<file path="config.mk">
export PLATFORM = sky130hd
export DESIGN_NAME = tip_queue
export DESIGN_NICKNAME = d
export VERILOG_FILES = /design/src/tip_pkg.sv /design/src/tip_queue.sv
export SDC_FILE = /design/constraint.sdc
export NUM_CORES = 1
export LEC_CHECK = 0
export BUFFER_PORTS_ARGS = -buffer_cell sky130_fd_sc_hd__buf_2
export CAP_MARGIN = 10
export CORE_UTILIZATION = 48
export CTS_CLUSTER_SIZE = 12
export DETAILED_ROUTE_END_ITERATION = 16
export PLACE_DENSITY = 0.82
export SYNTH_ARGS = -nofsm -noshare
export SYNTH_HDL_FRONTEND = slang
export SYNTH_SLANG_ARGS = --single-unit
</file>
<file path="constraint.sdc">
create_clock -name clk_i -period 1.7 [get_ports clk_i]
set_input_delay 0.17 -clock clk_i [delete_from_list [all_inputs] [get_ports clk_i]]
set_output_delay 0.17 -clock clk_i [all_outputs]
set_load 0.02 [all_outputs]
</file>
<file path="src/tip_pkg.sv">
`timescale 1ns / 1ps
// ============================================================================
// tip_pkg
// Shared types and constants for the ternarizing im2row packer.
// ============================================================================
package tip_pkg;

  // Default store geometry, handed to the top level parameters
  localparam int MAX_ROWS_DEF   = 64;
  localparam int MAX_COLS_DEF   = 64;
  localparam int MAX_BLOCKS_DEF = 4;

  // Channels per packed word pair
  localparam int WORD_BITS = 64;

  // Command queue depth between front and back
  localparam int QUEUE_DEPTH = 2;

  // Configuration port
  localparam int CFG_IDX_W  = 3;
  localparam int CFG_DATA_W = 15;

  // Stream payload widths
  localparam int IN_DATA_W  = 64;
  localparam int OUT_DATA_W = 2 * WORD_BITS;

  typedef enum logic [CFG_IDX_W-1:0] {
    CFG_THRESHOLD     = 3'd0,
    CFG_PAD_ROWS      = 3'd1,
    CFG_PAD_COLS      = 3'd2,
    CFG_ROW_STRIDE    = 3'd3,
    CFG_COL_STRIDE    = 3'd4,
    CFG_IMAGE_ROWS    = 3'd5,
    CFG_IMAGE_COLS    = 3'd6,
    CFG_CHANNEL_COUNT = 3'd7
  } cfg_idx_e;

  typedef enum logic {
    OP_WRITE = 1'b0,
    OP_READ  = 1'b1
  } op_e;

  typedef struct packed {
    logic [14:0] threshold;
    logic [2:0]  pad_rows;
    logic [2:0]  pad_cols;
    logic [2:0]  row_stride;
    logic [2:0]  col_stride;
    logic [6:0]  image_rows;
    logic [6:0]  image_cols;
    logic [8:0]  channel_count;
  } cfg_t;

  localparam cfg_t CFG_RESET = '{
    threshold:     15'd0,
    pad_rows:      3'd0,
    pad_cols:      3'd0,
    row_stride:    3'd1,
    col_stride:    3'd1,
    image_rows:    7'd64,
    image_cols:    7'd64,
    channel_count: 9'd64
  };

  // One classified item on its way to the back end.
  // For a write, mask is the one-hot channel bit; for a read it is the
  // channel mask applied to the fetched words (zero for padding).
  typedef struct packed {
    op_e                  op;
    logic                 padded;
    logic                 neg_bit;
    logic                 nz_bit;
    logic [WORD_BITS-1:0] mask;
  } cmd_t;

endpackage

</file>
<file path="src/tip_queue.sv">
`timescale 1ns / 1ps
// ============================================================================
// tip_queue
// Short command queue that decouples the front classifier from the back end.
// ============================================================================
module tip_queue #(
  parameter int DATA_W = 8,
  parameter int DEPTH  = tip_pkg::QUEUE_DEPTH
) (
  input  logic              clk_i,
  input  logic              rst_ni,
  input  logic              push_valid_i,
  output logic              push_ready_o,
  input  logic [DATA_W-1:0] push_data_i,
  output logic              pop_valid_o,
  input  logic              pop_ready_i,
  output logic [DATA_W-1:0] pop_data_o
);
  import tip_pkg::*;

  localparam int PTR_W = (DEPTH > 1) ? $clog2(DEPTH) : 1;
  localparam int CNT_W = $clog2(DEPTH + 1);

  logic [DATA_W-1:0] mem_q [DEPTH];
  logic [PTR_W-1:0]  wr_ptr_q, wr_ptr_d, rd_ptr_q, rd_ptr_d;
  logic [CNT_W-1:0]  count_q, count_d;
  logic              push, pop;

  assign push_ready_o = count_q < CNT_W'(DEPTH);
  assign pop_valid_o  = count_q != '0;
  assign pop_data_o   = mem_q[rd_ptr_q];
  assign push         = push_valid_i && push_ready_o;
  assign pop          = pop_valid_o && pop_ready_i;

  always_comb begin
    wr_ptr_d = wr_ptr_q;
    rd_ptr_d = rd_ptr_q;
    count_d  = count_q;
    if (push) begin
      wr_ptr_d = (wr_ptr_q == PTR_W'(DEPTH - 1)) ? '0 : wr_ptr_q + 1'b1;
    end
    if (pop) begin
      rd_ptr_d = (rd_ptr_q == PTR_W'(DEPTH - 1)) ? '0 : rd_ptr_q + 1'b1;
    end
    case ({push, pop})
      2'b10:   count_d = count_q + 1'b1;
      2'b01:   count_d = count_q - 1'b1;
      default: count_d = count_q;
    endcase
  end

  always_ff @(posedge clk_i or negedge rst_ni) begin
    if (!rst_ni) begin
      wr_ptr_q <= '0;
      rd_ptr_q <= '0;
      count_q  <= '0;
    end else begin
      wr_ptr_q <= wr_ptr_d;
      rd_ptr_q <= rd_ptr_d;
      count_q  <= count_d;
    end
  end

  always_ff @(posedge clk_i) begin
    if (push) begin
      mem_q[wr_ptr_q] <= push_data_i;
    end
  end

endmodule

</file>
# Word level (Yosys, flattened, before mapping)
# Memory sizes are Yosys's and may differ from the RTL's.
# Cells that the tools add are included.
# totals
ff_bits,4
ram_bits,16
input_bits,12
out_inout_bits,10
mem_count,1
# mem_list
name,words,width,rd,rd_clocked_by_memory_dff,wr,line,text
mem_q,2,8,1,0,1,tip_queue.sv:24,logic [DATA_W-1:0] mem_q [DEPTH];
# classes
add_sub_neg,4
n_lt_le_gt_ge,1
eq_ne,2
n_mux,5
reduce_logical,4
# op_table
operator,n
2-to-1 mux 1 bit,4
one-hot mux 2 bit (2 select lines),1
nonzero test 2 bit,2
"adder 1 bit, second input constant",2
"adder 2 x 1 -> 2 bit, second input constant",1
"== test 2 x 1 -> 1 bit, second input constant",1
"== test 2 bit, second input constant",1
logical AND 1 bit,2
"less-than comparator 2 bit, second input constant",1
"subtractor 2 x 1 -> 2 bit, second input constant",1

# Depth between registers and ports, before layout
# Gate-level depths: netlist of run 1.
# depth
ltp_word,4
mapped_depth,6
depth_no_buf,6

# Worst setup path before layout of run 1
# No wires, ideal clock.
# synth_timing
path_type,register to register
from,register count_q[1]
to,memory mem_q[0][0] (enable)
setup_ns,0.370
t_arrival_ns,1.086
required_ns,1.330
path_slack_ns,0.244
stages_incl_launch_ff,4
period_less_slack_ns,1.456
cell_sequence,dfrtp_1 -> inv_1 -> nand2_1 -> nor2_1
# synth_between
elab_chain_cells,4
# synth_rtl
item,line,text
"start, declared",tip_queue.sv:26,"logic [CNT_W-1:0] count_q, count_d;"
"start signal, assigned",tip_queue.sv:60,count_q <= count_d;
less-than comparator 2 bit,tip_queue.sv:29,assign push_ready_o = count_q < CNT_W'(DEPTH);
net push_ready_o,tip_queue.sv:13,"output logic push_ready_o,"
logical AND 1 bit,tip_queue.sv:32,assign push = push_valid_i && push_ready_o;
2-to-1 mux 1 bit,tip_queue.sv:65,if (push) begin
2-to-1 mux 1 bit (implied by the code),tip_queue.sv:66,mem_q[wr_ptr_q] <= push_data_i;
"end, declared",tip_queue.sv:24,
# The timed path passes the listed nets, and every way through them passes these cells.

# Worst setup path in the final report of run 1
# layout_timing
from,register rd_ptr_q
to,output pop_data_o[0]
# layout_between
elab_chain_cells,1
# layout_rtl
item,line,text
"start, declared",tip_queue.sv:25,"logic [PTR_W-1:0] wr_ptr_q, wr_ptr_d, rd_ptr_q, rd_ptr_d;"
"start signal, assigned",tip_queue.sv:59,rd_ptr_q <= rd_ptr_d;
memory read (2 x 8 bit),--,
"end, declared",tip_queue.sv:17,output logic [DATA_W-1:0] pop_data_o
# No other way between the ends.

==> qor.csv, run 1 <==
stage;metric;value;unit
status;status;finished clean;
global_routing;initial antenna violation count;0;
cells_and_area;commonest non-fill, non-tap cell in the layout;buf_2;
logic_synthesis;Synth Area in XOR/XNOR;0.0568;
clocking;Clk pin slew, worst setup/hold paths;0.10;ns
die;Die Width;42.1;µm
cells_and_area;layout cells sized above 1;0.536;
cells_and_area;Layout Cells excl Fill;85;
logic_synthesis;Area contributors post-synth;edfxtp_1 (62%), dfrtp_1 (13%), mux2_2 (12%);
cells_and_area;final net count;83;
clocking;H-tree depth;1;
sta;actual slew at the worst max-slew pin;0.384;ns
logic_synthesis;Cells after Synth;42;
clocking;clk sink count;20;
route;routed len/inst;13.2;µm
placement;routability cong.;0.702;
setup_path;CP required;1.53;ns
placement;placed cells;80;
sta;Fin. Hold Viols;0;
die;Initial Utilization;0.512;
global_routing;first-pass GRT wire length;1.78;mm
die;core area;0.00151;mm²
setup_path;Reg2Reg Setup Slack;0.22;ns
logic_synthesis;post-synth top area share;0.623;
hold_path;HP Start;push_data_i[3];
die;Row Count;14;
sta;Tmin final;1.57;ns
setup_path;r2r worst-path depth;5;
cells_and_area;commonest non-fill, non-tap cells in the layout;buf_2 (21), edfxtp_1 (16), mux2_2 (8);
setup_path;startpoint types;flop;
global_routing;most used routing layer;met2;
sta;RSZ-0062 raised after global routing;no;
sta;Max-slew headroom;0.744;
sta;Slew Limit Fails;0;
setup_path;R2R Path Start;count_q[0];
clocking;Post-CTS Setup Bufs;0;
setup_path;CP Max Fanout;9;
setup_path;Critical Path Slowest Stage Cell;dfrtp_1;
sta;Achievable Freq;635;MHz
cells_and_area;Reg area;581;µm²
cells_and_area;area grow syn2layout;23.5;%
global_routing;met3 Use GR;0.0690;
route;first-pass detailed-route iteration total;4;
setup_path;CP endpoint kind;output pin;
cells_and_area;fill count;107;
clocking;cts bufs inserted;3;
clocking;Hold-fix buffers, CTS;1;
route;Iter 0 DRT Violations;6;
logic_synthesis;simple-gate share of the synthesized area;0.0455;
logic_synthesis;Yosys Warn Count;0;
clocking;CTS max path bufs;2;
sta;Final Skew;0.00340;ns
logic_synthesis;adder-cell share of the synthesized area;0.0162;
clocking;worst skew pair latency;0.29;ns
logic_synthesis;largest family of logic cells by synthesized area;multiplexers;
setup_path;CP peak stage delay;0.57;ns
setup_path;Worst R2R End;count_q[1];
global_routing;met2 GRT Util;0.219;
sta;fin crit share;0.926;
placement;IO buf count;21;
logic_synthesis;Seq/Total Area, Yosys;0.753;
global_routing;vias in the first global route;398;
setup_path;Arrival @ worst endpoint;1.40;ns
route;final WL;1.13;mm
cells_and_area;ANT cells;0;
hold_path;Worst Hold Endpoint;mem_q[1][3];
pwr;Worst VDD drop;867;µV
die;DIE AREA;0.00177;mm²
global_routing;gr ovfl total;0;
logic_synthesis;syn avg cell area;18.4;µm²
pwr;total power;1.59;mW
job;max_cap viols;0;
logic_synthesis;syn nets;55;
logic_synthesis;Synth cell types;13;
global_routing;M1 GR Usage;0.174;
route;DR DRC count;0;
setup_path;crit path cell chain;mux2_2 > buf_2;
route;Via density;4.95;
sta;final setup fails;0;
sta;Setup Total Neg Slack;0;ns
cells_and_area;multi-input logic area;181;µm²
clocking;CTS root buf;clkbuf_4;
pwr;Power Dens Cells;1670;mW/mm²
logic_synthesis;Compound-Gate Fraction of Synth Area;0;
logic_synthesis;Yosys top cell by area;edfxtp_1;
route;DRT antenna net count;0;
clocking;CTS tree;yes;
hold_path;Hold WC Path Type;primary input to flop;
hold_path;Worst Hold Depth;1;
die;io pins;22;
route;detailed-route via count;421;
clocking;CTS resizes;0;
pwr;Pleak;0.387;nW
placement;HPWL after DPL;853;µm
logic_synthesis;Synth Register Bits;20;
die;die span in y;42.1;µm
global_routing;largest net degree at the start of global routing;12;
logic_synthesis;multiplexer area fraction after synthesis;0.117;
setup_path;WS Path Type;flop to output pin;
logic_synthesis;Syn Std Cell Area;771;µm²
global_routing;GRT Total Usage;0.148;
[synth_stat cells (all sizes together)]
cell type,n
edfxtp,16
mux2,8
dfrtp,4
xnor2,4
nor2,2
and2,1
and3,1
buf,1
ha,1
inv,1
nand2,1
or2,1
xor2,1
[metal layers]
metal	wire length [µm]	up-vias
met3	59	4
met2	573	18
met5	0	-
met4	27	0
met1	465	194
li1	-	205
[worst max-delay path, delay by kind of cell, from the launching register on]
| family | cells | cell delay [ns] |
|---|---|---|
| buffers and inverters | 1 | 0.16 |
| multiplexers | 1 | 0.38 |
| flip-flops | 1 | 0.57 |
[state kept, by name (all words and copies together) (netlist names)]
name      cells
mem_q        16
count_q       2
rd_ptr_q      1
wr_ptr_q      1
[worst max path at each step]
stage	start	endpoint	slack [ns]
2_1_floorplan	count_q[1]	mem_q[0][0]	0.24
6_report	rd_ptr_q	pop_data_o[0]	0.13
5_1_grt	rd_ptr_q	pop_data_o[4]	0.02
3_5_place_dp	count_q[0]	count_q[1]	0.22
3_3_place_gp	count_q[0]	count_q[1]	0.28
4_1_cts	rd_ptr_q	pop_data_o[0]	0.08
[metrics by stage]
step,setup slack [ns],util,cell area [µm²],hold slack [ns]
6_report,0.126,0.632,952,0.0593
5_1_grt,0.0203,0.632,952,0.0288
4_1_cts,0.0837,0.632,952,0.0481
3_5_place_dp,0.223,0.601,906,-0.0198
3_3_place_gp,0.283,0.601,906,-0.0214
2_1_floorplan,0.244,-,771,-0.126
[final cells by class]
cell class | count | area share
sequential | 20 | 0.610
multi-input combinational | 20 | 0.191
timing repair buffer | 24 | 0.137
clock buffer | 4 | 0.0381
tap | 16 | 0.0210
inverter | 1 | 0.00394
[report_power, final]
group,total [mW],switching [mW],internal (mW)
logic,0.584,0.300,0.283
registers,0.746,0.0855,0.661
clock network,0.264,0.133,0.131
[kinds of logic after synthesis]
kind of cell / Yosys count
flip-flops: 20
multiplexers: 8
AND/OR/NAND/NOR: 6
XOR/XNOR: 5
buffers and inverters: 2
adder cells (fa/ha/maj): 1
Note: power is estimated with default switching activity, not from simulation.
==> run 2, diff against run 1 <==
- CORE_UTILIZATION: 48 -> 47
- PLACE_DENSITY: 0.82 -> 0.8
==> run 2 against run 1 <==
  * Combinational power fell by 1%
  * Clock-buffer cell count decreased by 1
  * Setup slack lost 0.031 ns
  * Sequential share of layout area fell by 0.56 points
  * Clock skew fell by 0.00079 ns
  * Largest cell class unchanged
  * Wire length is 5.1% lower
  * Register-to-register slack about the same
  * Critical path type unchanged
  * Cell count shrank 1.2%
  * Critical path depth did not move
  * Total power increased by 6.9%
  * Sequential power is essentially flat
==> qor.csv, run 2 (synthesis gave the netlist of run 1 again) <==
stage;metric;value;unit;change
sta;Slew Limit Fails;0;;unchanged
setup_path;CP Max Fanout;9;;unchanged
setup_path;startpoint types;flop;;
die;io pins;22;;unchanged
setup_path;CP delay by family, top;flip-flops;;
clocking;CTS resizes;0;;unchanged
die;die span in y;42.5;µm;+1.0%
clocking;Post-CTS Setup Bufs;0;;unchanged
clocking;Hold-fix buffers, CTS;1;;unchanged
global_routing;vias in the first global route;421;;+5.8%
route;Via density;4.99;;+0.71%
hold_path;HP Start;push_data_i[3];;
sta;fin crit share;0.944;;+0.0180
clocking;CTS max path bufs;2;;unchanged
placement;routability cong.;0.815;;+16%
placement;HPWL after DPL;791;µm;-7.2%
clocking;worst skew pair latency;0.30;ns;about the same
route;Iter 0 DRT Violations;2;;-4
global_routing;initial antenna violation count;0;;unchanged
cells_and_area;final net count;82;;-1.2%
cells_and_area;ANT cells;0;;unchanged
setup_path;CP endpoint kind;output pin;;
route;DR DRC count;0;;unchanged
cells_and_area;largest registers;mem_q x16, count_q x2;;
setup_path;Worst Setup SP;rd_ptr_q;;
status;status;finished clean;;
route;routed len/inst;12.7;µm;-3.9%
sta;Achievable Freq;623;MHz;-1.9%
pwr;Pleak;0.389;nW;+0.42%
sta;RSZ-0062 raised after global routing;no;;
pwr;Worst VDD drop;872;µV;+0.51%
clocking;CTS root buf;clkbuf_4;;
clocking;cts bufs inserted;3;;unchanged
route;detailed-route via count;419;;-0.48%
job;max_cap viols;0;;unchanged
die;DIE AREA;0.00181;mm²;+2.0%
global_routing;largest net degree at the start of global routing;13;;+1
sta;Fin. Hold Viols;0;;unchanged
sta;Max-slew headroom;0.741;;-0.00264
setup_path;Buf+Inv Stages, Crit Path;1;;unchanged
clocking;CTS tree;yes;;
setup_path;CP required;1.53;ns;about the same
cells_and_area;commonest non-fill, non-tap cells in the layout;buf_2 (21), edfxtp_1 (16), mux2_2 (8);;
placement;IO buf count;21;;unchanged
die;core area;0.00152;mm²;+1.2%
clocking;clk sink count;20;;unchanged
cells_and_area;area grow syn2layout;24.7;%;
pwr;Power Dens Cells;1770;mW/mm²;+5.9%
hold_path;Hold WC Path Type;primary input to flop;;
clocking;Clk pin slew, worst setup/hold paths;0.11;ns;about the same
route;DRT antenna net count;0;;unchanged
route;final WL;1.07;mm;-5.1%
setup_path;R2R Path Start;count_q[0];;
cells_and_area;max FFs per register;16;;unchanged
sta;Setup Total Neg Slack;0;ns;unchanged
die;Row Count;14;;unchanged
setup_path;Critical Path Slowest Stage Cell;dfrtp_1;;
setup_path;Arrival @ worst endpoint;1.43;ns;+0.03 ns
cells_and_area;Top reg by flops;mem_q;;
global_routing;first-pass GRT wire length;1.81;mm;+1.5%
sta;Hold WS;0.0484;ns;-0.0108 ns
route;first-pass detailed-route iteration total;4;;unchanged
die;Initial Utilization;0.506;;-0.00588
global_routing;GRT Total Usage;0.143;;-0.00505
cells_and_area;commonest non-fill, non-tap cell in the layout;buf_2;;
setup_path;WS Path Type;flop to output pin;;
clocking;H-tree depth;1;;unchanged
sta;actual slew at the worst max-slew pin;0.388;ns;+0.00396 ns
global_routing;gr ovfl total;0;;unchanged
setup_path;CP peak stage delay;0.59;ns;+0.02 ns
sta;Tmin final;1.60;ns;+0.0305 ns
cells_and_area;layout cells sized above 1;0.529;;-0.00682
sta;Final Skew;0.00260;ns;-0.000793 ns
die;Die Width;42.5;µm;+1.0%
setup_path;crit path cell chain;mux2_2 > buf_2;;
pwr;total power;1.70;mW;+6.9%
sta;final setup fails;0;;unchanged
run 2: cell types whose count changed in the layout (fill, tap and decap cells not counted), sizes merged:
cell | before | now
clkbuf | 4 | 3
bufinv | 0 | 1
buf | 23 | 22
run 2: report_power, final:
part | internal [mW] | total (mW) | switching (mW)
combinational | 0.275 | 0.578 | 0.304
sequential | 0.661 | 0.745 | 0.0842
clock | 0.238 | 0.380 | 0.142
total | 1.17 | 1.70 | 0.530
run 2: worst reg2reg max path: cells and delay by family (launching register included):
kind	cells	cell delay [ns]
and+or+nand+nor	3	0.56
adders and majority gates	1	0.29
DFF	1	0.43
xor gates and xnor gates	1	0.13
run 2: worst paths after layout:
| path | cells past startpoint | slack [ns] | endpoint |
|---|---|---|---|
| hold / removal | 1 | 0.05 | mem_q[0][3] |
| max in group asynchronous | 2 | 1.40 | wr_ptr_q |
| setup / recovery | 2 | 0.1 | pop_data_o[2] |
| setup reg to reg | 5 | 0.21 | count_q[1] |
| hold reg to reg | 1 | 0.51 | wr_ptr_q |
| min in group asynchronous | 2 | 0.18 | rd_ptr_q |
run 2: per-stage QoR:
step           cell area [µm²]  worst slack (ns)  utilization  instances
4_1_cts                    961            0.0775        0.631         84
6_report                   961            0.0950        0.631         84
2_1_floorplan              771             0.244            -         42
3_5_place_dp               898             0.229        0.589         79
3_3_place_gp               898             0.283        0.589         79
5_1_grt                    961            0.0153        0.631         84
run 2: cell type report:
| type | count | area, µm² |
|---|---|---|
| clock inverter | 1 | 30.0 |
| timing repair buffer | 23 | 123 |
| fill | 109 | 563 |
| clock buffer | 3 | 22.5 |
| inverter | 1 | 3.75 |
| tap | 16 | 20.0 |
| multi-input combinational | 20 | 181 |
| sequential | 20 | 581 |
run 2: per-layer routing:
metal	share of wire	vias to the layer above	global-route usage
li1	-	207	-
met1	0.45	193	0.178
met4	0.022	0	0.0938
met3	0.045	3	0.0302
met2	0.48	16	0.225
met5	0	-	0
==> run 3, diff against run 2 <==
==> constraint.sdc (replaced) <==
create_clock -name clk_i -period 1.5 [get_ports clk_i]
set_input_delay 0.15 -clock clk_i [delete_from_list [all_inputs] [get_ports clk_i]]
set_output_delay 0.15 -clock clk_i [all_outputs]
set_load 0.005 [all_outputs]
==> run 3 against run 2 <==
  * Cell area increased by 2.6%
  * Critical path type unchanged
  * Critical path depth unchanged
  * Largest cell class unchanged
  * Clock-buffer cell count unchanged
  * Sequential power increased by 13%
  * Via count increased by 6.9%
  * First-iteration DRC count increased to 3.5 times the previous value
  * Sequential share of layout area decreased by 1.4 points
==> qor.csv, run 3 (synthesis gave the netlist of run 1 again) <==
stage;metric;value;unit;change
setup_path;CP Max Fanout;9;;unchanged
placement;placed cells;79;;unchanged
setup_path;crit path cell chain;mux2_2 > buf_2;;
global_routing;first-pass GRT wire length;1.87;mm;+3.4%
pwr;cell internal pwr;1.25;mW;+6.1%
global_routing;GRT Total Usage;0.156;;+0.0128
pwr;switching pwr;0.497;mW;-6.1%
pwr;Worst VDD drop;858;µV;-1.6%
sta;Tmin final;1.43;ns;
clocking;H-tree depth;1;;unchanged
clocking;CTS root buf;clkbuf_4;;
pwr;Seq pwr share;0.485;;+0.048
status;status;finished clean;;
sta;Slew Limit Fails;0;;unchanged
cells_and_area;Top reg by flops;mem_q;;
route;detailed-route via count;448;;+6.9%
setup_path;WS Path Type;flop to output pin;;
cells_and_area;largest registers;mem_q x16, count_q x2;;
die;Die Width;42.5;µm;unchanged
cells_and_area;commonest non-fill, non-tap cells in the layout;buf_2 (21), edfxtp_1 (16), mux2_2 (8);;
hold_path;Worst Hold Depth;1;;unchanged
clocking;CTS tree;yes;;
pwr;clock power share;0.140;;-0.083
setup_path;CP endpoint kind;output pin;;
placement;routability cong.;0.817;;+0.25%
pwr;Pleak;0.401;nW;+3.0%
clocking;worst skew pair latency;0.29;ns;about the same
cells_and_area;max FFs per register;16;;unchanged
pwr;total power;1.74;mW;+2.3%
sta;RSZ-0062 raised after global routing;yes;;
route;first-pass detailed-route iteration total;3;;-1
cells_and_area;layout cells sized above 1;0.583;;+0.0539
sta;final setup fails;0;;unchanged
sta;Achievable Freq;700;MHz;
cells_and_area;commonest non-fill, non-tap cell in the layout;buf_2;;
clocking;Clk pin slew, worst setup/hold paths;0.10;ns;about the same
placement;IO buf count;21;;unchanged
cells_and_area;area grow syn2layout;27.9;%;
setup_path;Arrival @ worst endpoint;1.28;ns;-0.15 ns
clocking;clk sink count;20;;unchanged
clocking;CTS max path bufs;2;;unchanged
cells_and_area;ANT cells;0;;unchanged
cells_and_area;Layout Cells excl Fill;88;;+4.8%
hold_path;Hold WC Path Type;primary input to flop;;
setup_path;startpoint types;flop;;
setup_path;Worst R2R End;count_q[1];;
die;die span in y;42.5;µm;unchanged
sta;actual slew at the worst max-slew pin;0.395;ns;+0.00691 ns
setup_path;CP required;1.35;ns;-0.18 ns
global_routing;gr ovfl total;0;;unchanged
global_routing;initial antenna violation count;0;;unchanged
sta;fin crit share;0.952;;
route;met3 routed WL;61;µm;+27%
die;io pins;22;;unchanged
sta;Final Skew;0.000710;ns;-0.00189 ns
clocking;cts bufs inserted;3;;unchanged
sta;Fin. Hold Viols;0;;unchanged
route;DRT met1 WL;527;µm;+9.3%
setup_path;CP peak stage delay;0.49;ns;-0.10 ns
pwr;Logic pwr share;0.375;;+0.035
die;Initial Utilization;0.506;;unchanged
setup_path;R2R Path Start;count_q[0];;
hold_path;HP Start;push_data_i[2];;
route;Iter 0 DRT Violations;7;;+5
pwr;Power Dens Cells;1770;mW/mm²;-0.26%
die;Row Count;14;;unchanged
sta;Max-slew headroom;0.736;;-0.00461
hold_path;Worst Hold Endpoint;mem_q[0][2];;
route;DRT antenna net count;0;;unchanged
route;met2 routed wirelength;598;µm;+17%
placement;HPWL after DPL;797;µm;+0.71%
route;final WL;1.23;mm;+15%
die;core area;0.00152;mm²;unchanged
cells_and_area;final net count;86;;+4.9%
route;routed len/inst;14.0;µm;+9.8%
pwr;sw frac;0.285;;-0.0255
route;Via density;5.09;;+2.1%
setup_path;Critical Path Slowest Stage Cell;dfrtp_2;;
setup_path;Reg2Reg Setup Slack;0.09;ns;-0.12 ns
route;Highest Signal Layer;met4;;
die;DIE AREA;0.00181;mm²;unchanged
global_routing;vias in the first global route;429;;+1.9%
global_routing;largest net degree at the start of global routing;12;;-1
route;DR DRC count;0;;unchanged
job;max_cap viols;0;;unchanged
setup_path;r2r worst-path depth;6;;+1
## run 3: cell types whose count changed in the layout (fill, tap and decap cells not counted), sizes merged
| cell | previous run | this run |
|---|---|---|
| buf | 22 | 26 |
| bufinv | 1 | 0 |
| clkinv | 0 | 1 |
## run 3: worst max-delay path by stage
stage	from	end	slack, ns	cells past startpoint
floorplan	count_q[0]	count_q[1]	0.08	5
global placement	count_q[0]	count_q[1]	0.08	5
detailed placement	count_q[0]	count_q[1]	0.03	5
CTS	count_q[0]	count_q[1]	0.01	6
global route	count_q[0]	count_q[1]	-0.02	6
finish	rd_ptr_q	pop_data_o[3]	0.07	2
## run 3: critical path: cells and delay by family (launching register included)
| family | cells | cell delay, ns |
|---|---|---|
| buffers and inverters | 1 | 0.13 |
| DFF | 1 | 0.49 |
| muxes | 1 | 0.36 |
## run 3: timing repair
action / 4_1_cts / 5_1_grt
pin swaps: 0 / 3
endpoints found under the hold margin: 4 / 0
resized for setup: 1 / 3
setup endpoints to repair: 8 / 2
hold buffers: 1 / 0
setup buffers: 0 / 4
## run 3: final cells by class
type                       instances  area [µm²]
clock buffer                       3        22.5
clock inverter                     1        3.75
fill                             111         538
inverter                           1        3.75
multi-input combinational         20         201
sequential                        20         582
tap                               16        20.0
timing repair buffer              27         153
## run 3: per-stage QoR
step                      setup slack (ns)  setup TNS, ns  area [µm²]  hold WS, ns   util
after floorplan                     0.0849              0         771       -0.146      -
after global placement              0.0825              0         898      -0.0395  0.589
after detailed placement            0.0282              0         898      -0.0369  0.589
after CTS                           0.0138              0         936       0.0260  0.614
after global routing               -0.0240        -0.0240         986       0.0199  0.647
final                               0.0721              0         986       0.0394  0.647
## run 3: power by group through the flow
stage / Combinational (mW) / Clock (mW) / Sequential [mW]
floorplan: 0.395 / 0 / 0.800
global placement: 0.510 / 0 / 0.852
detailed placement: 0.524 / 0 / 0.860
CTS: 0.529 / 0.260 / 0.854
global route: 0.713 / 0.281 / 0.863
finish: 0.653 / 0.245 / 0.845
## run 3: routing by layer
metal	GRT usage	up-vias
met5	0	-
met4	0.113	0
met3	0.0560	4
met2	0.234	15
met1	0.183	216
li1	-	213
