$ cat src/tip_pkg.sv
`timescale 1ns / 1ps
// ============================================================================
// tip_pkg
// Shared types and constants for the ternarizing im2row packer.
// ============================================================================
package tip_pkg;

  // Default store geometry, handed to the top level parameters
  localparam int MAX_ROWS_DEF   = 64;
  localparam int MAX_COLS_DEF   = 64;
  localparam int MAX_BLOCKS_DEF = 4;

  // Channels per packed word pair
  localparam int WORD_BITS = 64;

  // Command queue depth between front and back
  localparam int QUEUE_DEPTH = 2;

  // Configuration port
  localparam int CFG_IDX_W  = 3;
  localparam int CFG_DATA_W = 15;

  // Stream payload widths
  localparam int IN_DATA_W  = 64;
  localparam int OUT_DATA_W = 2 * WORD_BITS;

  typedef enum logic [CFG_IDX_W-1:0] {
    CFG_THRESHOLD     = 3'd0,
    CFG_PAD_ROWS      = 3'd1,
    CFG_PAD_COLS      = 3'd2,
    CFG_ROW_STRIDE    = 3'd3,
    CFG_COL_STRIDE    = 3'd4,
    CFG_IMAGE_ROWS    = 3'd5,
    CFG_IMAGE_COLS    = 3'd6,
    CFG_CHANNEL_COUNT = 3'd7
  } cfg_idx_e;

  typedef enum logic {
    OP_WRITE = 1'b0,
    OP_READ  = 1'b1
  } op_e;

  typedef struct packed {
    logic [14:0] threshold;
    logic [2:0]  pad_rows;
    logic [2:0]  pad_cols;
    logic [2:0]  row_stride;
    logic [2:0]  col_stride;
    logic [6:0]  image_rows;
    logic [6:0]  image_cols;
    logic [8:0]  channel_count;
  } cfg_t;

  localparam cfg_t CFG_RESET = '{
    threshold:     15'd0,
    pad_rows:      3'd0,
    pad_cols:      3'd0,
    row_stride:    3'd1,
    col_stride:    3'd1,
    image_rows:    7'd64,
    image_cols:    7'd64,
    channel_count: 9'd64
  };

  // One classified item on its way to the back end.
  // For a write, mask is the one-hot channel bit; for a read it is the
  // channel mask applied to the fetched words (zero for padding).
  typedef struct packed {
    op_e                  op;
    logic                 padded;
    logic                 neg_bit;
    logic                 nz_bit;
    logic [WORD_BITS-1:0] mask;
  } cmd_t;

endpackage

$ cat src/tip_front.sv
`timescale 1ns / 1ps
// ============================================================================
// tip_front
// Holds the configuration registers and classifies incoming beats into
// store writes or window reads with their address and channel mask.
// ============================================================================
module tip_front #(
  parameter int MAX_ROWS   = tip_pkg::MAX_ROWS_DEF,
  parameter int MAX_COLS   = tip_pkg::MAX_COLS_DEF,
  parameter int MAX_BLOCKS = tip_pkg::MAX_BLOCKS_DEF,
  parameter int ADDR_W     = 14
) (
  input  logic                         clk_i,
  input  logic                         rst_ni,
  input  logic                         cfg_we_i,
  input  logic [tip_pkg::CFG_IDX_W-1:0]  cfg_idx_i,
  input  logic [tip_pkg::CFG_DATA_W-1:0] cfg_data_i,
  input  logic                         req_type_i,
  input  logic [15:0]                  sample_i,
  input  logic [5:0]                   pixel_row_i,
  input  logic [5:0]                   pixel_col_i,
  input  logic [7:0]                   channel_i,
  input  logic [6:0]                   out_row_i,
  input  logic [6:0]                   out_col_i,
  input  logic [3:0]                   kernel_row_i,
  input  logic [3:0]                   kernel_col_i,
  input  logic [1:0]                   block_i,
  output tip_pkg::cmd_t                cmd_o,
  output logic [ADDR_W-1:0]            addr_o,
  output logic                         keep_o
);
  import tip_pkg::*;

  localparam int CH_LIM = MAX_BLOCKS * WORD_BITS;

  cfg_t cfg_q, cfg_d;

  logic [6:0] rows, cols;
  logic [8:0] chans;

  logic signed [16:0] s_ext, t_pos, t_neg;
  logic               ld_in_range;
  logic [ADDR_W-1:0]  ld_addr;

  logic [9:0]           ph, pw, rows_hi, cols_hi, r_off, c_off, rem;
  logic                 rd_pad, blk_used, rd_use;
  logic [3:0]           nblk;
  logic [ADDR_W-1:0]    rd_addr;
  logic [WORD_BITS-1:0] part_mask;

  // Configuration registers
  always_comb begin
    cfg_d = cfg_q;
    if (cfg_we_i) begin
      unique case (cfg_idx_e'(cfg_idx_i))
        CFG_THRESHOLD:     cfg_d.threshold     = cfg_data_i[14:0];
        CFG_PAD_ROWS:      cfg_d.pad_rows      = cfg_data_i[2:0];
        CFG_PAD_COLS:      cfg_d.pad_cols      = cfg_data_i[2:0];
        CFG_ROW_STRIDE:    cfg_d.row_stride    = cfg_data_i[2:0];
        CFG_COL_STRIDE:    cfg_d.col_stride    = cfg_data_i[2:0];
        CFG_IMAGE_ROWS:    cfg_d.image_rows    = cfg_data_i[6:0];
        CFG_IMAGE_COLS:    cfg_d.image_cols    = cfg_data_i[6:0];
        CFG_CHANNEL_COUNT: cfg_d.channel_count = cfg_data_i[8:0];
        default: ;
      endcase
    end
  end

  always_ff @(posedge clk_i or negedge rst_ni) begin
    if (!rst_ni) begin
      cfg_q <= CFG_RESET;
    end else begin
      cfg_q <= cfg_d;
    end
  end

  // Sizes in use, limited to the store geometry
  assign rows  = (int'(cfg_q.image_rows) < MAX_ROWS) ? cfg_q.image_rows : 7'(MAX_ROWS);
  assign cols  = (int'(cfg_q.image_cols) < MAX_COLS) ? cfg_q.image_cols : 7'(MAX_COLS);
  assign chans = (int'(cfg_q.channel_count) < CH_LIM) ? cfg_q.channel_count : 9'(CH_LIM);

  // Load: ternarize against the threshold
  assign s_ext = {sample_i[15], sample_i};
  assign t_pos = {2'b00, cfg_q.threshold};
  assign t_neg = -t_pos;

  assign ld_in_range = (7'(pixel_row_i) < rows) && (7'(pixel_col_i) < cols)
                    && (9'(channel_i) < chans);
  assign ld_addr = ADDR_W'((32'(pixel_row_i) * 32'(MAX_COLS) + 32'(pixel_col_i))
                   * 32'(MAX_BLOCKS) + 32'(channel_i[7:6]));

  // Read: stride, kernel offset and padding
  assign ph      = 10'(out_row_i) * 10'(cfg_q.row_stride) + 10'(kernel_row_i);
  assign pw      = 10'(out_col_i) * 10'(cfg_q.col_stride) + 10'(kernel_col_i);
  assign rows_hi = 10'(rows) + 10'(cfg_q.pad_rows);
  assign cols_hi = 10'(cols) + 10'(cfg_q.pad_cols);
  assign rd_pad  = (ph < 10'(cfg_q.pad_rows)) || (ph >= rows_hi)
                || (pw < 10'(cfg_q.pad_cols)) || (pw >= cols_hi);
  assign r_off   = ph - 10'(cfg_q.pad_rows);
  assign c_off   = pw - 10'(cfg_q.pad_cols);
  assign rd_addr = ADDR_W'((32'(r_off) * 32'(MAX_COLS) + 32'(c_off))
                   * 32'(MAX_BLOCKS) + 32'(block_i));

  // Blocks in use and the mask of the partial last block
  assign nblk      = 4'((10'(chans) + 10'd63) >> 6);
  assign blk_used  = 4'(block_i) < nblk;
  assign rem       = 10'(chans) - {2'b00, block_i, 6'b000000};
  assign part_mask = (rem >= 10'd64) ? '1 : ((64'(1) << rem[5:0]) - 64'(1));
  assign rd_use    = !rd_pad && blk_used;

  always_comb begin
    cmd_o  = '0;
    addr_o = '0;
    keep_o = 1'b1;
    if (req_type_i) begin
      cmd_o.op     = OP_READ;
      cmd_o.padded = rd_pad;
      cmd_o.mask   = rd_use ? part_mask : '0;
      addr_o       = rd_use ? rd_addr : '0;
    end else begin
      cmd_o.op      = OP_WRITE;
      cmd_o.nz_bit  = (s_ext > t_pos) || (s_ext < t_neg);
      cmd_o.neg_bit = s_ext < t_neg;
      cmd_o.mask    = 64'(1) << channel_i[5:0];
      addr_o        = ld_addr;
      // drop loads outside the sizes in use
      keep_o        = ld_in_range;
    end
  end

endmodule

$ cat config.mk
export PLATFORM = sky130hd
export DESIGN_NAME = tip_front
export DESIGN_NICKNAME = d
export VERILOG_FILES = /design/src/tip_pkg.sv /design/src/tip_front.sv
export SDC_FILE = /design/constraint.sdc
export NUM_CORES = 1
export LEC_CHECK = 0
export BUFFER_PORTS_ARGS = -buffer_cell sky130_fd_sc_hd__buf_2
export CORE_MARGIN = 2
export CORE_UTILIZATION = 25
export DETAILED_ROUTE_END_ITERATION = 10
export MAX_ROUTING_LAYER = met4
export PLACE_DENSITY = 0.43
export SYNTH_ARGS = -nofsm -noshare
export SYNTH_HDL_FRONTEND = slang
export SYNTH_SLANG_ARGS = --single-unit
$ cat constraint.sdc
create_clock -name clk_i -period 6.6 [get_ports clk_i]
set_input_delay 1.32 -clock clk_i [delete_from_list [all_inputs] [get_ports clk_i]]
set_output_delay 1.32 -clock clk_i [all_outputs]
set_load 0.01 [all_outputs]
## Word-level counts from Yosys, hierarchy flattened

Cells that the tools add are included.

| operators by class | value |
|---|---|
| shift operators | 2 |
| $add $sub $neg | 14 |
| order comparisons | 14 |
| reductions and logical operators | 17 |
| equal/unequal tests | 7 |
| multipliers | 2 |
| muxes and demuxes | 12 |

Operators by type and width:

| kind | count |
|---|---|
| $mux 64 | 3 |
| $shl 1x6->64 const A | 2 |
| $sub 64x1->64 const B | 1 |
| $add 14x2->14 | 2 |
| $mux 14 | 2 |
| $add 10x4->10 | 2 |
| $ge 10x8->1 | 2 |
| $lt 10x3->1 | 2 |
| $mul 7x3->10 | 2 |
| $lt 16x17->1 | 1 |
| $neg 15->17 | 1 |
| $add 7x3->8 | 2 |
| $gt 16x16->1 | 1 |
| $reduce_and 2->1 | 8 |
| $lt 6x7->1 | 2 |
| $lt 7x7->1 const B | 2 |
| $mux 7 | 2 |
| $add 12x10->12 | 1 |
| $add 12x6->12 | 1 |
| $eq 3x3->1 const B | 4 |
| $add 9x6->10 const B | 1 |
| $ge 10x7->1 const B | 1 |
| $sub 10x3->10 | 1 |
| $sub 9x8->10 | 1 |
| other kinds (13) | 21 |

| storage, ports and cells | value |
|---|---|
| output and inout bits | 83 |
| flip-flop bits (word level) | 50 |

## Logic depth before layout (Yosys ltp)

Gate-level depths: netlist (run 1).

| logic depth | value |
|---|---|
| depth in word-level cells | 11 |
| gate-level depth with buffers | 20 |

## Worst setup path after synthesis (run 1)

No wires, ideal clock.

| timing | value |
|---|---|
| kind | input to output |
| from | input port out_col_i[0] |
| to | output port addr_o[10] |
| path slack | -525 ps |
| required time | 5,280 ps |
| arrival time | 5,805 ps |
| stages | 19 |
| path through | nand2_1 fa_1 inv_1 fa_1 fa_1 nand3_1 a21oi_1 or4_1 and2_1 ha_1 nor2_1 o21ai_0 a211oi_1 o21ai_0 or4_1 or3b_1 buf_4 buf_4 o22ai_1 |

| between the ends | value |
|---|---|
| cells in the longest elaborated chain, start to end | 9 |
| elaborated cells on any way between the ends | 13 |
| classes of those cells | add/sub (4); mul (1); order compare (2); mux (2); reduce/logical (4) |

Ends and longest elaborated chain:

| item | line | text |
|---|---|---|
| start: declaration | tip_front.sv:24 | `input logic [6:0] out_col_i,` |
| $mul 7x3->10 (*) | tip_front.sv:94 | `assign pw = 10'(out_col_i) * 10'(cfg_q.col_stride) + 10'(kernel_col_i);` |
| $add 10x4->10 (*) | tip_front.sv:94 |  |
| parallel branches: the longest is 5 deep, another holds $add 14x2->14 | n/a |  |
| $mux 14 (*) | tip_front.sv:119 | `addr_o = rd_use ? rd_addr : '0;` |
| $mux 14 (*) | tip_front.sv:115 | `if (req_type_i) begin` |
| end: declaration | tip_front.sv:29 | `output logic [ADDR_W-1:0] addr_o,` |

Every way passes the cells marked *.

==> reports/qor.csv, run 1 <==
stage,metric,value,unit
grt,initial antenna violation count,1,
synthesis,Netlist Area Pre-Place,0.00875,mm²
cts,total clock sinks,50,
final_layout,Non-Filler Instances,1858,
final_layout,"most common cell after layout, fill and taps aside",nand2_1,
grt,largest net degree at the start of global routing,51,
die,Site Rows,68,
setup_path,Worst R2R End,cfg_q[8],
drt,Antenna Nets Post-Route,0,
setup_path,flop-to-flop setup slack,5.34,ns
grt,first-pass GRT wire length,53.8,mm
final_layout,max reg flops,50,
setup_path,CP required,5.28,ns
sta,achievable frequency,139,MHz
drt,Vias/cell,5.05,
synthesis,top cell type's share of synthesized area,17.0,%
setup_path,crit path launch type,primary input,
grt,total track usage,19.4,%
cts,total CTS buffers,5,
setup_path,FF-to-FF Start,cfg_q[8],
place,Placed Cells,1826,
place,Placer Congestion,0.900,
setup_path,critical path class,in -> out,
die,Die Ht,191,µm
sta,RSZ-0062 raised after global routing,yes,
cts,clk root buf,clkbuf_16,
synthesis,prevailing post-synth register cell,dfrtp_1,
grt,GRT overflow,0,
synthesis,register area share after synthesis,14.4,%
die,I/O pins,165,
power,Pwr Density,413,mW/mm²
sta,# setup viols final,79,
cts,H-tree levels,2,
synthesis,Yosys reg bits,50,
setup_path,last element of the critical path,cmd_o[21],
synthesis,main area contributors after synthesis,"ha_1 (17%), dfrtp_1 (13%), nand2_1 (5.9%), fa_1 (5.0%), xnor2_1 (4.0%)",
sta,Final Max Tran Viols,0,
synthesis,Ys Warns,0,
job,max-cap violation count,0,
setup_path,Critical Path AT,5.88,ns
final_layout,Layout area overhead,43.7,%
synthesis,Netlist cell types,79,
power,Clk network pwr share,5.1,%
die,die width,191,µm
place,pre-CTS WS,-0.844,ns
power,Sw Share,47.5,%
final_layout,utilization after layout,36.4,%
sta,Slew Limit Headroom,25.5,%
sta,final hold vios,0,
power,Pwr Total,5.20,mW
cts,"Clk Latency, worst-skew pair",0.29,ns
die,CORE AREA,0.0345,mm²
drt,routed vias,9389,
setup_path,critical path peak fanout,7,
drt,drt first pass iters,5,
final_layout,fillers,3707,
final_layout,fin nets,1624,
sta,Final period util,109,%
drt,DRT iter0 DRCs,397,
power,cell internal pwr,2.73,mW
sta,final worst slack,-0.605,ns
die,Initial Utilization,25.3,%
drt,DRC,0,
synthesis,ys async rst share,100,%
cts,CTS Buffer Depth,2,
power,maximum vdd drop,0.000193,V
setup_path,Worst R2R Path Depth,2,
final_layout,share of layout cells above drive strength 1,34.0,%
cts,CTS tree,yes,
grt,vias in the first global route,9400,
synthesis,Mapped Avg Cell Area,7.47,µm²
run_status,status,"complete, but fails checks",
die,die footprint,0.0365,mm²
run_status,failing checks,setup timing,
synthesis,post-synth top area cell,ha_1,
drt,WL final,34.6,mm
final_layout,biggest regs,cfg_q: 50 flops,
power,Sw Pwr,2.47,mW
cts,"Clk pin slew, worst setup/hold paths",0.07,ns
place,Port Buf Inserts,164,
setup_path,Worst setup EP type,output port,
min_path,Hold Crit Class,reg -> reg,
drt,WL/cell,18.6,µm
synthesis,Post-Syn Instances,1172,
power,sequential power share,8.8,%
sta,worst clock skew,0,ns
setup_path,Worst Setup SP,out_col_i[1],
sta,setup tns final,-38.41,ns
synthesis,number of synthesized flops with an enable pin,0,
power,Logic pwr share,86.1,%
sta,worst-margin pin slew,1.12,ns
sta,min cycle time layout,7.20,ns
final_layout,most frequent cells in the layout,"nand2_1 (133), buf_2 (114), ha_1 (110)",
place,Final HPWL DP,27.4,mm
power,static leakage,5.71,nW
min_path,Hold Path Depth,1,
final_layout,Biggest register,cfg_q,
[worst min path at each step]
stage,slack [ns],end,start
after floorplan,0.48,cfg_q[10],cfg_q[10]
after global placement,0.49,cfg_q[18],cfg_q[18]
after detailed placement,0.50,cfg_q[18],cfg_q[18]
after CTS,0.51,cfg_q[18],cfg_q[18]
after global routing,0.53,cfg_q[11],cfg_q[11]
final,0.51,cfg_q[18],cfg_q[18]
[through the flow]
step,area (µm²),hold slack (ns)
floorplan,9540,0.480
global placement,11400,0.490
detailed placement,11400,0.496
CTS,12200,0.512
global route,12600,0.531
finish,12600,0.508
[power groups by stage]
stage / logic (mW) / registers, mW / clock network, mW
3_3_place_gp: 3.74 / 0.464 / 0
3_5_place_dp: 3.74 / 0.463 / 0
5_1_grt: 4.87 / 0.472 / 0.287
2_1_floorplan: 2.46 / 0.429 / 0
6_report: 4.48 / 0.460 / 0.263
4_1_cts: 4.22 / 0.458 / 0.274
[critical path, stage by stage]
cell,delay (ns)
buf_6,0.09
and2_1,0.16
fa_1,0.53
inv_1,0.05
fa_1,0.49
inv_2,0.05
ha_4,0.22
or2_1,0.23
a311oi_1,0.26
o32a_1,0.24
ha_1,0.27
a21o_1,0.19
a211oi_2,0.18
o21ai_1,0.07
or4_1,0.43
or3b_4,0.47
buf_12,0.19
buf_16,0.16
o21ai_2,0.13
buf_2,0.14
[cells in the mapped netlist (4+ instances only)]
library cell  instances
inv_1                82
xor2_1               11
nor3b_1               8
mux2_2               31
a21o_1               27
nand4_1              16
ha_1                119
a221oi_1              4
o21a_1               10
and3_1               12
nor2b_1              22
dfrtp_1              45
o21ai_1              63
a21oi_1              67
a311oi_1              4
o21ai_0              52
nand2_1             137
a211oi_1              8
nand2b_1             22
clkbuf_1             47
and2_1               40
nor3_1               32
nand4b_1              5
a41oi_1               5
mux2i_1               5
a31oi_1               4
xnor2_1              40
dfstp_2               5
or4_1                 6
buf_2                 4
fa_1                 22
o22ai_1              21
nand3_1              18
o31ai_1              11
nor4_1               12
nor2_1               84
o32ai_1               5
buf_1                 6
[layout make-up]
cell class | count | area [µm²] | share of cell area (%)
diodes | 1 | 2.50 | 0.0199
clock inverters | 1 | 7.51 | 0.0597
multi-input cells | 976 | 8000 | 63.6
inverters | 84 | 315 | 2.51
repair buffers | 284 | 2300 | 18.3
well taps | 455 | 569 | 4.53
flip-flops and latches | 50 | 1260 | 10.0
clock buffers | 7 | 133 | 1.05
[logic make-up after synthesis]
logic type                 count (synthesis)  share of synthesized area, %
muxes                                     36                          4.56
and+or+nand+nor                          432                          24.5
buffers and inverters                    147                          6.75
xor gates and xnor gates                  53                          5.47
DFF                                       50                          14.4
AOI/OAI and AO/OA                        312                          22.3
adders and majority gates                141                          22.0
other                                      1                        0.0428
[repair_timing]
action	4_1_cts	5_1_grt
setup endpoints to repair	79	79
setup buffers	14	7
gates resized for setup	87	65
pin swaps	55	19
gates cloned	6	1
hold buffers	0	0
[per-layer routing]
layer	vias to the layer above	global-route usage, %	routed length (µm)
li1	4620	-	-
met1	4433	26.5	16500
met2	291	30.7	15700
met3	45	2.40	1820
met4	0	3.88	563
met5	-	-	0
Power figures use the tool's default switching activity.
==> run 2, diff against run 1 <==
ABC_AREA = 1   (was default)
PLACE_DENSITY = 0.42   (was 0.43)
==> run 2 against run 1 <==
The run still ends with setup timing left. Fmax is 8.5% higher. Via count up 32%. Area after synthesis increased by 21%. Worst hold slack worse by 0.0087 ns. Count of clock-buffer cells in the layout is 2 lower. Register-to-register slack better by 0.08 ns. Sequential power about the same. Worst setup slack better by 0.56 ns. Sequential share of layout area fell by 0.93 points. Largest cell class unchanged.
==> reports/qor.csv, run 2 <==
stage,metric,value,unit
power,static leakage,7.75,nW
synthesis,main area contributors after synthesis,"nand2_1 (24%), ha_1 (14%), dfrtp_1 (11%), nor2_1 (8.1%), inv_1 (7.8%)",
final_layout,Layout area overhead,31.1,%
sta,setup tns final,-0.0462,ns
run_status,status,"complete, but fails checks",
drt,DRT iter0 DRCs,889,
place,Placer Congestion,0.990,
cts,CTS Buffer Depth,2,
drt,WL final,44.9,mm
power,maximum vdd drop,0.000116,V
synthesis,Ys Warns,0,
setup_path,Worst R2R Path Depth,2,
min_path,min-delay src,cfg_q[11],
sta,worst-margin pin slew,1.07,ns
synthesis,register area share after synthesis,11.9,%
setup_path,Worst R2R End,cfg_q[8],
grt,largest net degree at the start of global routing,54,
final_layout,cell area after layout,0.0139,mm²
min_path,Hold Path Depth,2,
min_path,Hold Crit Class,reg -> reg,
final_layout,fillers,4721,
die,Site Rows,75,
final_layout,biggest regs,cfg_q: 50 flops,
setup_path,critical path peak fanout,3,
synthesis,Post-Syn Instances,1846,
sta,Slew Limit Headroom,28.9,%
drt,WL/cell,17.4,µm
final_layout,fin nets,2255,
sta,min cycle time layout,6.64,ns
place,Port Buf Inserts,164,
final_layout,utilization after layout,33.1,%
synthesis,number of synthesized flops with an enable pin,0,
die,Initial Utilization,25.3,%
grt,total track usage,20.6,%
synthesis,Netlist cell types,50,
drt,Antenna Nets Post-Route,0,
die,Die Ht,210,µm
synthesis,top cell type's share of synthesized area,24.0,%
drt,DRC,0,
final_layout,share of layout cells above drive strength 1,25.7,%
final_layout,"most common cell after layout, fill and taps aside",nand2_1,
grt,initial antenna violation count,6,
cts,"Clk pin slew, worst setup/hold paths",0.08,ns
final_layout,max reg flops,50,
final_layout,Biggest register,cfg_q,
run_status,failing checks,setup timing,
setup_path,crit path launch type,primary input,
setup_path,FF-to-FF Start,cfg_q[8],
final_layout,most frequent cells in the layout,"nand2_1 (537), nor2_1 (222), inv_1 (204)",
sta,final worst slack,-0.0422,ns
cts,clk root buf,clkbuf_16,
synthesis,post-synth top area cell,nand2_1,
grt,GRT overflow,0,
synthesis,prevailing post-synth register cell,dfrtp_1,
sta,Final period util,101,%
synthesis,synth cell count leaders,"nand2_1 (675), nor2_1 (228), inv_1 (219), nand3_1 (128), ha_1 (119)",
min_path,WHS Endpoint,cfg_q[11],
setup_path,flop-to-flop setup slack,5.42,ns
place,placed inst area,0.0122,mm²
sta,final hold vios,0,
die,die footprint,0.0440,mm²
synthesis,"count leader, synth",nand2_1,
sta,RSZ-0062 raised after global routing,yes,
sta,# setup viols final,2,
cts,"Clk Latency, worst-skew pair",0.30,ns
synthesis,Yosys reg bits,50,
cts,H-tree levels,2,
place,Final HPWL DP,36.6,mm
drt,routed vias,12400,
cts,CTS tree,yes,
setup_path,Critical Path AT,5.32,ns
die,I/O pins,165,
sta,worst clock skew,0,ns
setup_path,CP required,5.28,ns
die,die width,210,µm
sta,achievable frequency,151,MHz
cts,total CTS buffers,5,
grt,first-pass GRT wire length,68.9,mm
power,Pwr Density,334,mW/mm²
synthesis,Netlist Area Pre-Place,0.0106,mm²
drt,drt first pass iters,6,
setup_path,Worst setup EP type,output port,
synthesis,ys async rst share,100,%
synthesis,Mapped Avg Cell Area,5.73,µm²
sta,Final Max Tran Viols,0,
cts,total clock sinks,50,
power,Pwr Total,4.63,mW
grt,vias in the first global route,11900,
die,CORE AREA,0.0419,mm²
drt,Vias/cell,4.82,
setup_path,critical path class,in -> out,
job,max-cap violation count,0,
[run 2: cell count changes after synthesis, sizes merged, moves of 21 or more]
| cell | change |
|---|---|
| and2 | -39 |
| nor2b | -23 |
| xnor2 | -25 |
| o22ai | -21 |
| nand4 | +26 |
| o21ai | -36 |
| nand3 | +125 |
| mux2 | -31 |
| nand2 | +551 |
| inv | +149 |
| nor2 | +173 |
| a21o | -23 |
| nand2b | -22 |
[run 2: cells by family after synthesis]
logic type	count (synthesis)	share of synthesized area, %
AND/OR/NAND/NOR	1166	46.9
buffers and inverters	289	11.3
AO/OA/AOI/OAI	159	8.25
adder cells (fa/ha/maj)	141	18.2
flip-flops	50	11.9
XOR/XNOR	40	3.38
other	1	0.0355
[run 2: layer usage]
metal  global-route usage (%)  routed length, µm  vias to the layer above
li1                         -                  -                     6243
met1                     28.6              21500                     5761
met2                     32.3              19700                      370
met3                     3.10               2680                       55
met4                     3.42                985                        0
met5                        -                  0                        -
[run 2: worst max path at each step]
stage	end	slack [ns]	depth (start not counted)	start
global placement	addr_o[12]	-0.21	22	out_col_i[0]
global route	addr_o[13]	-0.28	22	out_col_i[2]
finish	addr_o[13]	-0.04	24	out_col_i[2]
detailed placement	addr_o[13]	-0.23	22	out_col_i[0]
CTS	cmd_o[32]	-0.06	30	out_row_i[3]
floorplan	addr_o[12]	0.26	20	out_col_i[0]
[run 2: timing repair]
action                     in CTS  in global routing
hold buffers                    0                  0
setup buffers                   8                  4
setup endpoints to repair      78                 79
gates cloned                    5                  5
pin swaps                      17                 82
gates resized for setup        76                234
[run 2: where the power goes]
group	switching, mW	total (mW)	leakage [nW]	internal (mW)
registers	0.0922	0.461	0.600	0.369
clock network	0.137	0.283	0.0764	0.146
logic	2.23	3.88	7.08	1.65
total	2.46	4.63	7.75	2.17
[run 2: layout make-up]
type / count / area, µm² / area share (%)
Clock buffer: 5 / 125 / 0.902
Tap cell: 539 / 674 / 4.86
Antenna cell: 7 / 17.5 / 0.126
Multi-Input combinational cell: 1508 / 8970 / 64.7
Inverter: 236 / 888 / 6.41
Timing Repair Buffer: 231 / 1910 / 13.8
Sequential cell: 50 / 1260 / 9.07
Clock inverter: 3 / 28.8 / 0.208
[run 2: stage by stage]
step	hold slack [ns]	instances	setup WS (ns)
after detailed placement	0.480	2545	-0.229
final	0.499	2579	-0.0422
after CTS	0.500	2566	-0.0558
after global routing	0.525	2578	-0.276
after global placement	0.476	2545	-0.212
after floorplan	0.453	1847	0.256
[run 2: worst max-delay path: stages]
cell	delay, ns
buf_8	0.08
nand2_4	0.04
fa_1	0.55
inv_2	0.04
fa_2	0.61
fa_2	0.49
ha_4	0.28
buf_4	0.14
inv_2	0.04
o21ai_2	0.06
nor2_2	0.18
nand3_2	0.12
nand2_2	0.08
inv_2	0.05
nor2_4	0.12
ha_4	0.22
a21oi_2	0.15
nand2_2	0.09
a21oi_2	0.15
a21oi_2	0.05
xor2_1	0.20
nand2_2	0.07
nand2_1	0.06
buf_2	0.13
==> run 3, diff against run 2 <==
ABC_AREA = default   (was 1)
BUFFER_PORTS_ARGS = -buffer_cell sky130_fd_sc_hd__clkbuf_2   (was -buffer_cell sky130_fd_sc_hd__buf_2)
CORE_MARGIN = 8   (was 2)
PLACE_DENSITY = 0.43   (was 0.42)
==> run 3 against run 2 <==
The run still ends with setup timing left. Die area decreased by 6.1%. Combinational power increased by 18%. Clock skew unchanged. Sequential power decreased by 2%. Largest power group unchanged.
==> reports/qor.csv, run 3 (synthesis gave the netlist of run 1 again) <==
stage,metric,value,unit
place,placed inst area,0.0114,mm²
min_path,WHS Endpoint,cfg_q[18],
min_path,Hold Crit Class,reg -> reg,
cts,total CTS buffers,5,
die,Die Ht,203,µm
cts,hold_buf cts,0,
drt,WL final,36.1,mm
cts,H-tree levels,2,
setup_path,CP required,5.28,ns
die,die footprint,0.0413,mm²
job,max-cap violation count,0,
run_status,failing checks,setup timing,
place,Port Buf Inserts,164,
sta,Final Max Tran Viols,0,
setup_path,"delay-heaviest family, CP",adder cells,
setup_path,critical path peak fanout,5,
die,Initial Utilization,25.3,%
sta,Slew Limit Headroom,26.7,%
setup_path,cells along the critical path,"buf_8, and2_4, fa_1, inv_1, fa_1, inv_2, ha_4, and3_4, a221oi_4, xnor2_2, ha_1, and3_4, nor2b_4, a211oi_2, o21ai_1, or4_4, or3b_4, buf_6, buf_12, clkbuf_16, o21ai_2, buf_2",
die,die width,203,µm
setup_path,Worst R2R Path Depth,2,
final_layout,fillers,3704,
final_layout,biggest regs,cfg_q: 50 flops,
cts,"Clk pin slew, worst setup/hold paths",0.07,ns
place,Placer Congestion,0.880,
power,maximum vdd drop,0.000197,V
final_layout,Biggest register,cfg_q,
final_layout,"most common cell after layout, fill and taps aside",nand2_1,
final_layout,fin nets,1634,
die,CORE AREA,0.0345,mm²
final_layout,cell area after layout,0.0127,mm²
sta,RSZ-0062 raised after global routing,yes,
setup_path,Critical Path AT,6.05,ns
grt,vias in the first global route,9897,
setup_path,critical path's slowest cell,fa_1,
cts,CTS tree,yes,
die,Site Rows,68,
sta,achievable frequency,136,MHz
drt,Antenna Nets Post-Route,0,
drt,WL/cell,19.3,µm
setup_path,crit path launch type,primary input,
min_path,min-delay src,cfg_q[18],
final_layout,share of layout cells above drive strength 1,34.3,%
setup_path,FF-to-FF Start,cfg_q[2],
grt,first-pass GRT wire length,57.2,mm
setup_path,"slowest stage delay, CP",0.53,ns
min_path,Hold Path Depth,1,
power,Pwr Density,418,mW/mm²
sta,Final period util,112,%
cts,"Clk Latency, worst-skew pair",0.30,ns
grt,GRT overflow,0,
setup_path,Worst setup EP type,output port,
cts,CTS Buffer Depth,2,
grt,largest net degree at the start of global routing,51,
die,I/O pins,165,
drt,DRT iter0 DRCs,459,
setup_path,critical path class,in -> out,
final_layout,max reg flops,50,
drt,routed vias,9606,
final_layout,utilization after layout,36.8,%
place,Final HPWL DP,28.6,mm
drt,drt first pass iters,4,
final_layout,Reg area,0.00126,mm²
setup_path,Worst R2R End,cfg_q[2],
final_layout,Layout area overhead,45.2,%
setup_path,flop-to-flop setup slack,5.49,ns
drt,Vias/cell,5.14,
power,static leakage,5.79,nW
sta,worst clock skew,0,ns
sta,final hold vios,0,
grt,initial antenna violation count,1,
grt,total track usage,17.7,%
sta,min cycle time layout,7.37,ns
run_status,status,"complete, but fails checks",
sta,final worst slack,-0.769,ns
cts,clk root buf,clkbuf_16,
sta,worst-margin pin slew,1.10,ns
drt,DRC,0,
cts,total clock sinks,50,
sta,# setup viols final,79,
final_layout,most frequent cells in the layout,"nand2_1 (134), ha_1 (113), buf_4 (109)",
setup_path,Bufs and invs on worst path,7,
final_layout,area of the multi-input gates,0.00800,mm²
==> run 3: area by class of cell <==
cell class | count | area share (%)
diodes | 1 | 0.0197
well taps | 455 | 4.48
inverters | 84 | 2.48
repair buffers | 294 | 19.1
multi-input cells | 976 | 62.9
clock inverters | 2 | 0.118
clock buffers | 6 | 1.01
flip-flops and latches | 50 | 9.89
==> run 3: how the worst max path moves through the flow <==
| stage | start | slack, ns | to | cells past startpoint |
|---|---|---|---|---|
| 6_report | out_row_i[2] | -0.77 | cmd_o[1] | 22 |
| 5_1_grt | out_row_i[1] | -0.95 | cmd_o[1] | 21 |
| 3_5_place_dp | out_col_i[2] | -0.88 | addr_o[13] | 20 |
| 4_1_cts | out_col_i[1] | -0.79 | addr_o[9] | 22 |
| 3_3_place_gp | out_col_i[2] | -0.84 | addr_o[13] | 20 |
| 2_1_floorplan | out_col_i[2] | -0.31 | cmd_o[54] | 17 |
==> run 3: stage by stage <==
stage	hold WS (ns)	power (mW)	TNS (ns)	std cells	setup slack (ns)
after global routing	0.517	5.76	-64.49	1868	-0.945
final	0.509	5.31	-50.22	1868	-0.769
after CTS	0.512	5.02	-52.58	1862	-0.786
after global placement	0.491	4.24	-53.85	1828	-0.836
after floorplan	0.480	2.89	-19.29	1173	-0.310
after detailed placement	0.496	4.24	-57.12	1828	-0.882
==> run 3: metal layers <==
metal	share of wire (%)	track usage, %	vias to the layer above
li1	-	-	4637
met1	46	23.5	4598
met2	46	28.0	323
met3	5.8	2.82	48
met4	2.2	4.45	0
met5	0	-	-
==> run 3: timing repair <==
item / 4_1_cts / 5_1_grt
setup endpoints to repair: 79 / 79
pin swaps: 42 / 36
cloned: 8 / 1
buffers inserted: 21 / 11
gates resized for setup: 70 / 155
==> run 3: power by group <==
part / switching (mW) / internal, mW
Combinational: 2.30 / 2.29
Clock: 0.123 / 0.141
Sequential: 0.0751 / 0.378
Total: 2.50 / 2.81
